## config.mk

```make
export PLATFORM = sky130hd
export DESIGN_NAME = pcap_record_deframer_top
export DESIGN_NICKNAME = d
export VERILOG_FILES = /design/src/rtl/pcapdf_pkg.sv /design/src/rtl/pcap_record_deframer_top.sv
export SDC_FILE = /design/constraint.sdc
export NUM_CORES = 1
export LEC_CHECK = 0
export CORE_MARGIN = 1
export CORE_UTILIZATION = 40
export CTS_CLUSTER_DIAMETER = 50
export DETAILED_ROUTE_END_ITERATION = 12
export DONT_BUFFER_PORTS = 1
export SYNTH_ARGS = -nofsm -noshare
export SYNTH_HDL_FRONTEND = slang
export SYNTH_SLANG_ARGS = --single-unit
export TNS_END_PERCENT = 20
```

## constraint.sdc

```tcl
create_clock -name clk -period 12.45 [get_ports clk]
set_clock_uncertainty 0.05 [all_clocks]
set_input_delay 0.6225 -clock clk [delete_from_list [all_inputs] [get_ports clk]]
set_output_delay 0.6225 -clock clk [all_outputs]
set_load 0.005 [all_outputs]
```

## src/rtl/pcapdf_pkg.sv

```systemverilog
`timescale 1ns / 1ps
// ----------------------------------------------------------------------------
// pcapdf_pkg
// Shared types and constants for the pcap record deframer.
// ----------------------------------------------------------------------------
package pcapdf_pkg;

	// Stream framing constants.
	localparam int unsigned GLOBAL_HDR_BYTES = 24;
	localparam int unsigned RECORD_HDR_BYTES = 16;
	localparam int unsigned LEN_BYTE_FIRST   = 8;
	localparam int unsigned LEN_BYTE_LAST    = 11;

	// Register and field sizes.
	localparam int unsigned LEN_W          = 16;
	localparam int unsigned HDR_CNT_W      = 5;
	localparam int unsigned KEPT_LEN_W     = 7;
	localparam int unsigned KEPT_LEN_MAX   = 127;
	localparam logic [LEN_W-1:0] MAX_LEN_RESET = 16'd4096;

	// Default peek window in bytes.
	localparam int unsigned PEEK_MAX_DEF = 64;

	// Parsing phase.
	typedef enum logic [1:0] {
		PH_GLOBAL = 2'd0,
		PH_RECORD = 2'd1,
		PH_BODY   = 2'd2
	} phase_t;

	// One result item.
	typedef struct packed {
		logic [7:0]            data;
		logic                  byte_valid;
		logic                  frame_end;
		logic [KEPT_LEN_W-1:0] kept_length;
	} result_t;

endpackage

```

## src/rtl/pcap_record_deframer_top.sv

```systemverilog
`timescale 1ns / 1ps
// Each result item is registered in the output register, or in the skid register.
// Throughput: one input item per cycle; the per-byte parser is a single registered pass.
// A two-entry output (result register plus skid register) lets input continue while
// a result waits; input stalls only while the skid register is full.
// Reset (arst_n low, asynchronous) returns the parser to the global header and sets
// the length limit to 4096.
// ----------------------------------------------------------------------------
// pcap_record_deframer_top
// Skips the pcap global header, reads each record header's included length and
// emits the first PEEK_MAX body bytes of each record, closing it with a frame end.
// ----------------------------------------------------------------------------
module pcap_record_deframer_top #(
	parameter int unsigned PEEK_MAX = pcapdf_pkg::PEEK_MAX_DEF
) (
	input  logic                              clk,
	input  logic                              arst_n,
	// Configuration
	input  logic                              cfg_wr_en,
	input  logic [pcapdf_pkg::LEN_W-1:0]      cfg_wr_data,
	// Input channel
	input  logic                              in_valid,
	output logic                              in_stall,
	input  logic [7:0]                        in_byte,
	// Output channel
	output logic                              out_valid,
	input  logic                              out_stall,
	output logic [7:0]                        out_byte,
	output logic                              byte_valid,
	output logic                              frame_end,
	output logic [pcapdf_pkg::KEPT_LEN_W-1:0] kept_length
);

	localparam int unsigned KW = $clog2(PEEK_MAX + 1);
	localparam int unsigned LW = pcapdf_pkg::LEN_W;
	localparam int unsigned HW = pcapdf_pkg::HDR_CNT_W;

	// Parser state.
	pcapdf_pkg::phase_t phase_q, phase_d;
	logic [HW-1:0] hcnt_q, hcnt_d;
	logic [LW-1:0] len_lo_q, len_lo_d;
	logic          len_hi_nz_q, len_hi_nz_d;
	logic [LW-1:0] body_len_q, body_len_d;
	logic [LW-1:0] seen_q, seen_d;
	logic [KW-1:0] kept_q, kept_d;
	logic [LW-1:0] max_len_q;

	// Output staging.
	pcapdf_pkg::result_t res_d, out_q, skid_q;
	logic res_valid_d;
	logic out_valid_q, skid_valid_q;

	logic accept;
	logic out_free;

	assign in_stall = skid_valid_q;
	assign accept   = in_valid && !in_stall;
	assign out_free = !out_valid_q || !out_stall;

	// Length limit register.
	always_ff @(posedge clk or negedge arst_n) begin
		if (!arst_n) begin
			max_len_q <= pcapdf_pkg::MAX_LEN_RESET;
		end else if (cfg_wr_en) begin
			max_len_q <= cfg_wr_data;
		end
	end

	// Per-byte parse: next state and result for the item at the input.
	always_comb begin
		logic          keep;
		logic [KW-1:0] kept_n;
		logic [LW-1:0] seen_n;
		logic [LW-1:0] blen;

		keep        = 1'b0;
		kept_n      = kept_q;
		seen_n      = seen_q;
		blen        = '0;
		phase_d     = phase_q;
		hcnt_d      = hcnt_q;
		len_lo_d    = len_lo_q;
		len_hi_nz_d = len_hi_nz_q;
		body_len_d  = body_len_q;
		seen_d      = seen_q;
		kept_d      = kept_q;
		res_valid_d = 1'b0;
		res_d       = '0;

		case (phase_q)
			pcapdf_pkg::PH_RECORD: begin
				// Collect the little-endian included length from header bytes 8 to 11.
				if (hcnt_q == HW'(pcapdf_pkg::LEN_BYTE_FIRST)) begin
					len_lo_d[7:0] = in_byte;
				end else if (hcnt_q == HW'(pcapdf_pkg::LEN_BYTE_FIRST + 1)) begin
					len_lo_d[15:8] = in_byte;
				end else if (hcnt_q >= HW'(pcapdf_pkg::LEN_BYTE_FIRST + 2) &&
					hcnt_q <= HW'(pcapdf_pkg::LEN_BYTE_LAST)) begin
					len_hi_nz_d = len_hi_nz_q || (in_byte != 8'd0);
				end
				hcnt_d = hcnt_q + HW'(1);
				if (hcnt_q == HW'(pcapdf_pkg::RECORD_HDR_BYTES - 1)) begin
					// Header complete: an oversized length counts as zero.
					if (!len_hi_nz_q && (len_lo_q <= max_len_q)) begin
						blen = len_lo_q;
					end
					hcnt_d      = '0;
					seen_d      = '0;
					kept_d      = '0;
					body_len_d  = blen;
					len_lo_d    = '0;
					len_hi_nz_d = 1'b0;
					if (blen == '0) begin
						res_valid_d     = 1'b1;
						res_d.frame_end = 1'b1;
					end else begin
						phase_d = pcapdf_pkg::PH_BODY;
					end
				end
			end
			pcapdf_pkg::PH_BODY: begin
				// Keep the byte while inside the peek window, count it either way.
				keep   = 32'(kept_q) < PEEK_MAX;
				kept_n = kept_q + KW'(keep);
				seen_n = seen_q + LW'(1);
				kept_d = kept_n;
				seen_d = seen_n;
				if (keep) begin
					res_d.data       = in_byte;
					res_d.byte_valid = 1'b1;
					res_valid_d      = 1'b1;
				end
				if (seen_n >= body_len_q) begin
					phase_d           = pcapdf_pkg::PH_RECORD;
					hcnt_d            = '0;
					len_lo_d          = '0;
					len_hi_nz_d       = 1'b0;
					res_valid_d       = 1'b1;
					res_d.frame_end   = 1'b1;
					res_d.kept_length = (32'(kept_n) > pcapdf_pkg::KEPT_LEN_MAX) ?
						pcapdf_pkg::KEPT_LEN_W'(pcapdf_pkg::KEPT_LEN_MAX) :
						pcapdf_pkg::KEPT_LEN_W'(kept_n);
				end
			end
			default: begin
				// Global header is skipped byte by byte.
				hcnt_d = hcnt_q + HW'(1);
				if (hcnt_q == HW'(pcapdf_pkg::GLOBAL_HDR_BYTES - 1)) begin
					hcnt_d      = '0;
					len_lo_d    = '0;
					len_hi_nz_d = 1'b0;
					phase_d     = pcapdf_pkg::PH_RECORD;
				end
			end
		endcase
	end

	// Parser state registers.
	always_ff @(posedge clk or negedge arst_n) begin
		if (!arst_n) begin
			phase_q     <= pcapdf_pkg::PH_GLOBAL;
			hcnt_q      <= '0;
			len_lo_q    <= '0;
			len_hi_nz_q <= 1'b0;
			body_len_q  <= '0;
			seen_q      <= '0;
			kept_q      <= '0;
		end else if (accept) begin
			phase_q     <= phase_d;
			hcnt_q      <= hcnt_d;
			len_lo_q    <= len_lo_d;
			len_hi_nz_q <= len_hi_nz_d;
			body_len_q  <= body_len_d;
			seen_q      <= seen_d;
			kept_q      <= kept_d;
		end
	end

	// Output register with a skid entry behind it.
	always_ff @(posedge clk or negedge arst_n) begin
		if (!arst_n) begin
			out_valid_q  <= 1'b0;
			skid_valid_q <= 1'b0;
		end else if (out_free) begin
			if (skid_valid_q) begin
				out_valid_q  <= 1'b1;
				skid_valid_q <= 1'b0;
			end else begin
				out_valid_q <= accept && res_valid_d;
			end
		end else if (accept && res_valid_d) begin
			skid_valid_q <= 1'b1;
		end
	end

	// Payload of the output and skid entries.
	always_ff @(posedge clk) begin
		if (out_free) begin
			if (skid_valid_q) begin
				out_q <= skid_q;
			end else if (accept && res_valid_d) begin
				out_q <= res_d;
			end
		end else if (accept && res_valid_d) begin
			skid_q <= res_d;
		end
	end

	assign out_valid   = out_valid_q;
	assign out_byte    = out_q.data;
	assign byte_valid  = out_q.byte_valid;
	assign frame_end   = out_q.frame_end;
	assign kept_length = out_q.kept_length;

	// The skid entry is only ever occupied behind a waiting result.
	a_skid_behind_out: assert property (@(posedge clk) disable iff (!arst_n)
		skid_valid_q |-> out_valid_q)
		else $error("skid entry holds an item while the output register is empty");

	// The skid entry only fills while the output is stalled.
	a_skid_fill_on_stall: assert property (@(posedge clk) disable iff (!arst_n)
		$rose(skid_valid_q) |-> $past(out_stall))
		else $error("skid entry filled without a stalled output");

	// A kept length is reported only with a frame end.
	a_kept_len_at_end: assert property (@(posedge clk) disable iff (!arst_n)
		(out_valid && !frame_end) |-> (kept_length == '0))
		else $error("kept length reported on an item without frame end");

	// A dropped or absent body byte always reads as zero.
	a_byte_zero_when_invalid: assert property (@(posedge clk) disable iff (!arst_n)
		(out_valid && !byte_valid) |-> (out_byte == 8'd0))
		else $error("out_byte nonzero without byte_valid");

endmodule
```

==> impl_metrics.tcl, run 1 <==
set metrics [dict create \
    static-leakage-power_uw 0.00300 \
    drt_iter0_drc 222 \
    timing.hold.ws_ns 0.0552 \
    grt_pass1_vias 4098 \
    maxCapViolations 0 \
    postLayoutCoreUtil 0.461 \
    final_cell_area_um2 6750 \
    num_antenna_cells 0 \
    worstMarginPinSlew_ns 1.07 \
    dp_slack_ns 7.84 \
    coreArea_um2 14600 \
    rsz0062_at_grt "false" \
    vias_per_cell 5.36 \
    cts_tree "done" \
    cp.required_ns 12.69 \
    slew_headroom 0.286 \
    use_met3 0.0447 \
    vias 4149 \
    ys_seq_area_frac 0.506 \
    synthCells 576 \
    cts_buffers 17 \
    syn_avg_cell_area_um2 10.5 \
    synth_top_cell_area_share 0.332 \
    dp_hpwl_um 8740 \
    power.density_nw_per_um2 198 \
    fmax_mhz 216 \
    violations "design-rule violations" \
    cp_cell_sequence "and3_1, and3_1, nand2_1, nor3_1, and3_1, xor2_1, ha_1, nand4_1, a21oi_1, a2111oi_0, a311o_1, or3_1, mux2_4" \
    antenna_found_initial 0 \
    syn2layout_area_growth_pct 12.0 \
    final_antenna_net_count 0 \
    postCtsHoldBufs 1 \
    grt_pass1_wl_um 20700 \
    start_util 0.412 \
    fin_tns_setup_ns 0 \
    ios 48 \
    layout-drive-gt1-share 0.103 \
    cpMostUsedCell "and3_1" \
    wire_per_inst_um 15.9 \
    cts.htree.levels 4 \
    rows 44 \
    synth.most_common_cell "dfrtp_1" \
    root_buffer "clkbuf_16" \
    grt_usage 0.172 \
    crit_family "simple AND/OR/NAND/NOR gates" \
    postPlaceCellArea_um2 6190 \
    status "finished, violations left" \
    critPathArrivalTime_ns 4.87 \
    synth_cell_types 45 \
    fin_ws_ns 7.83 \
    syn_nets 648 \
    die_w_um 125 \
    period_share 0.371 \
    met2_usage 0.275 \
    grt-busiest-layer "met2" \
    ys.flop_type "dfrtp_1" \
    hold_viol_final 0 \
    yosys.area.top_type "dfrtp_1" \
    routed_wl_um 12300 \
    final_net_count 649 \
    synth-seq-cells 115 \
    synthesis.area_um2 6030 \
    synth-edff-count 34 \
    drc 3 \
    cts_buffer_depth 2 \
    end_kind "flip-flop" \
    hold_path.class "primary input to async pin" \
    slowest_delay_ns 0.72 \
    slowest_stage "a311o_1" \
    cp-start-kind "flip-flop" \
    design.die.area_um2 15600 \
    ir_drop_v 0.000115 \
    use_met1 0.216 \
    die_h_um 125 \
    synthTopCellsByCount "dfrtp_1, nand2_1, inv_1, o21ai_0, ha_1" \
    first_pass_iters 8 \
    synth.area.top_cells "dfrtp_1, edfxtp_1, ha_1" \
    timing_worst_setup_path_type "flip-flop to flip-flop" \
    cts_setup_buffers 0 \
    ys_warn_count 0 \
    path_clk_slew_ns 0.05 \
    worst-path-buf-inv 0 \
    numClockSinks 115 \
    async_reset_ff_frac 0.704 \
    cts_resized 0 \
    period_needed_ns 4.62 \
    final-max-slew-violation-count 0 \
    critPathMaxFanout 18 \
    grt_overflow 0 \
    setup_viol 0 \
    port_buffers 0 \
    insertion_delay_ns 0.41 \
    gp_congestion 0.766 \
    grt_max_degree 82 \
]
## per-layer routing
metal  up-vias  routed length (µm)  part of all wire
met3        17                 494             0.040
met1      2009                5760              0.47
met5         -                   0                 0
met4         0                 220             0.018
li1       2048                   -                 -
met2        75                5840              0.47
## cell type report
type / count / area (µm²)
fillers: 1359 / 7890
flip-flops and latches: 115 / 3050
multi-input cells: 393 / 2720
clock buffers: 25 / 475
well taps: 184 / 230
inverters: 47 / 176
clock inverters: 7 / 60.1
repair buffers: 3 / 42.5
## flip-flops by register name, summed over array words and instances (netlist names)
signal and count:
frame_end 1, seen_q 16, phase_q 2, in_stall 1
len_hi_nz_q 1, len_lo_q 16, out_valid 1, body_len_q 16
kept_q 7, out_byte 8, byte_valid 1, hcnt_q 5
kept_length 7, skid_q 17, max_len_q 16
## per-stage QoR
stage,power (µW),cells
global placement,876,741
detailed placement,891,741
finish,1340,774
floorplan,796,576
CTS,1350,774
global route,1430,774
## path summary, 6_finish.rpt
kind,start,to,slack [ns],cells after the start
max in group asynchronous,arst_n,max_len_q[14]$_DFFE_PN0P_,11.97,1
worst min register to register,kept_q[0]$_DFFE_PN0P_,kept_q[0]$_DFFE_PN0P_,0.44,2
min in group clk,cfg_wr_en,max_len_q[12]$_DFFE_PN1P_,0.23,1
worst min-delay path,arst_n,max_len_q[13]$_DFFE_PN0P_,0.06,1
worst max-delay path,seen_q[2]$_DFFE_PN0P_,len_lo_q[0]$_DFFE_PN0P_,7.83,13
worst max register to register,seen_q[2]$_DFFE_PN0P_,len_lo_q[0]$_DFFE_PN0P_,7.83,13
## placed cells by master (no fill, tap or decap), drive strengths merged, types with 2 or more instances in the layout
cell	synthesis	routed
nand3	15	15
and3	8	8
o31ai	15	15
o211ai	3	3
a2111oi	2	2
nand4	7	7
xnor2	7	7
clkbuf	19	25
nor2b	6	6
and2	18	18
nor2	27	27
xor2	12	12
mux2	26	26
a21oi	17	17
clkinv	0	6
ha	43	43
nand2b	2	2
a21o	3	3
a211oi	4	4
nor4	9	9
nor3	9	9
o21ai	47	47
nand2	74	74
buf	2	3
o21a	2	2
inv	47	47
dfrtp	80	80
edfxtp	34	34
a22o	24	24
a21boi	2	2
## power by group
group	switching [µW]	internal, µW	leakage (µW)	total [µW]
combinational	191	171	0.00135	362
clock	161	282	0.000269	444
sequential	74.6	455	0.00139	530
## cells by family after synthesis
kind of cell               Yosys count  synth area share
DFF                                115             0.506
buffers and inverters               68            0.0448
AOI/OAI and AO/OA                  126             0.138
muxes                               26            0.0535
xor gates and xnor gates            19            0.0276
and+or+nand+nor                    179             0.141
adders and majority gates           43            0.0892
Power figures use the tool's default switching activity.
==> inputs of run 2 (changes only) <==
- clock period: 12.45 -> 4.1 ns (I/O delays scaled with it)
==> run 2 against run 1 <==
The flow still finishes with violations (design-rule violations); critical path depth up 2; combinational power rose to 3.1 times the previous value; count of clock-buffer cells in the layout down 1; largest cell class unchanged; register-to-register slack worse by 7.6 ns; fmax up 21%; sequential power rose to 3.0 times the previous value; design area up 6.2%.
==> impl_metrics.tcl, run 2 (synthesis results as in run 1) <==
set metrics [dict create \
    period_share 0.935 \
    critPathArrivalTime_ns 4.14 \
    worstMarginPinSlew_ns 1.11 \
    antenna_found_initial 0 \
    worstReg2RegStart "seen_q[2]$_DFFE_PN0P_" \
    cp-start-kind "flip-flop" \
    dr_wl_met3_um 445 \
    critPathMaxFanout 17 \
    most-common-layout-cells "dfrtp_1, nand2_1, inv_1, o21ai_0, ha_1" \
    route.top_layer_used "met4" \
    vias_per_cell 5.26 \
    cts_buffer_depth 2 \
    power.density_nw_per_um2 587 \
    layout-drive-gt1-share 0.124 \
    setup_viol 0 \
    start_util 0.412 \
    cp.required_ns 4.41 \
    layout_commonest_cell "dfrtp_1" \
    maxCapViolations 0 \
    period_needed_ns 3.83 \
    timing.hold.ws_ns 0.0280 \
    largest_reg_flops 17 \
    ios 48 \
    final_cell_area_um2 7170 \
    insertion_delay_ns 0.42 \
    final-max-slew-violation-count 0 \
    num_antenna_cells 0 \
    final_net_count 682 \
    grt_usage 0.178 \
    gp_congestion 0.878 \
    hold_viol_final 0 \
    drc 5 \
    cts_buffers 17 \
    vias 4242 \
    grt_pass1_wl_um 21600 \
    hold_path.class "primary input to flip-flop" \
    violations "design-rule violations" \
    rr_worst_depth 15 \
    regMostFlops "skid_q" \
    met2_length_um 6160 \
    numClockSinks 115 \
    cts.htree.levels 4 \
    cts_tree "done" \
    syn2layout_area_growth_pct 18.9 \
    die_h_um 125 \
    status "finished, violations left" \
    final-instance-count-excl-fill 807 \
    postLayoutCoreUtil 0.489 \
    dp_hpwl_um 8840 \
    rsz0062_at_grt "false" \
    hold_end "len_lo_q[8]$_DFFE_PN0P_" \
    static-leakage-power_uw 0.00317 \
    drt_iter0_drc 240 \
    ir_drop_v 0.000349 \
    cts_setup_buffers 0 \
    end_kind "flip-flop" \
    root_buffer "clkbuf_16" \
    port_buffers 0 \
    rrSetupSlack_ns 0.27 \
    coreArea_um2 14600 \
    first_pass_iters 8 \
    design.die.area_um2 15600 \
    holdPathStages 2 \
    wire_per_inst_um 15.6 \
    postPlaceCellArea_um2 6230 \
    rr_endpoint "hcnt_q[2]$_DFFE_PN0P_" \
    routed_wl_um 12600 \
    grt_pass1_vias 4278 \
    fmax_mhz 261 \
    grt_overflow 0 \
    path_clk_slew_ns 0.05 \
    m1WireLength_um 5790 \
    slew_headroom 0.261 \
    fin_tns_setup_ns 0 \
    die_w_um 125 \
    hold_start "in_byte[0]" \
    grt_max_degree 82 \
    final_antenna_net_count 0 \
    rows 44 \
    timing_worst_setup_path_type "flip-flop to flip-flop" \
    place_inst 747 \
]
-- run 2: timing repair --
item | in CTS | in global routing
endpoints found under the hold margin | 107 | 0
pin swaps | 0 | 1
hold buffers | 28 | 0
resized for setup | 2 | 10
setup endpoints to repair | 31 | 51
-- run 2: cell type report --
type                    count  area, µm²
inverters                  47        176
clock inverters             8       97.6
multi-input cells         393       2750
clock buffers              24        503
fillers                  1308       7480
well taps                 184        230
repair buffers             36        365
flip-flops and latches    115       3050
-- run 2: worst max path at each step --
stage	from	end	slack, ns	cells past startpoint
after floorplan	seen_q[0]$_DFFE_PN0P_	skid_q[0]$_DFFE_PP_	-0.19	13
after global placement	seen_q[0]$_DFFE_PN0P_	kept_length[5]$_DFFE_PP_	-0.04	16
after detailed placement	seen_q[0]$_DFFE_PN0P_	kept_length[2]$_DFFE_PP_	-0.11	16
after CTS	seen_q[0]$_DFFE_PN0P_	len_lo_q[3]$_DFFE_PN0P_	0.11	14
after global routing	seen_q[2]$_DFFE_PN0P_	len_lo_q[14]$_DFFE_PN0P_	0.04	16
final	seen_q[2]$_DFFE_PN0P_	hcnt_q[2]$_DFFE_PN0P_	0.27	15
-- run 2: routing by layer --
layer	vias to the layer above	track usage
li1	2120	-
met1	2037	0.229
met2	67	0.283
met3	18	0.0490
met4	0	0.0733
met5	-	0
-- run 2: critical path, stage by stage (launching register included) --
cell and delay (ns):
dfrtp_1 0.43, and3_1 0.21, and3_2 0.24, and2_1 0.18
and3_1 0.23, and3_1 0.22, xor2_1 0.15, ha_1 0.30
nand4_1 0.14, a21oi_1 0.17, a2111oi_2 0.06, buf_4 0.15
a311o_1 0.36, buf_6 0.18, or4b_2 0.61, nand2_1 0.08
-- run 2: power by group --
group	switching, µW	internal, µW	leakage [µW]
Clock	510	974	0.000287
Sequential	215	1380	0.00138
Combinational	580	548	0.00149
Total	1310	2910	0.00317
-- run 2: stage by stage --
step	worst slack, ns	power, µW
after floorplan	-0.187	2420
after global placement	-0.0383	2650
after detailed placement	-0.113	2690
after CTS	0.109	4240
after global routing	0.0366	4490
final	0.266	4210
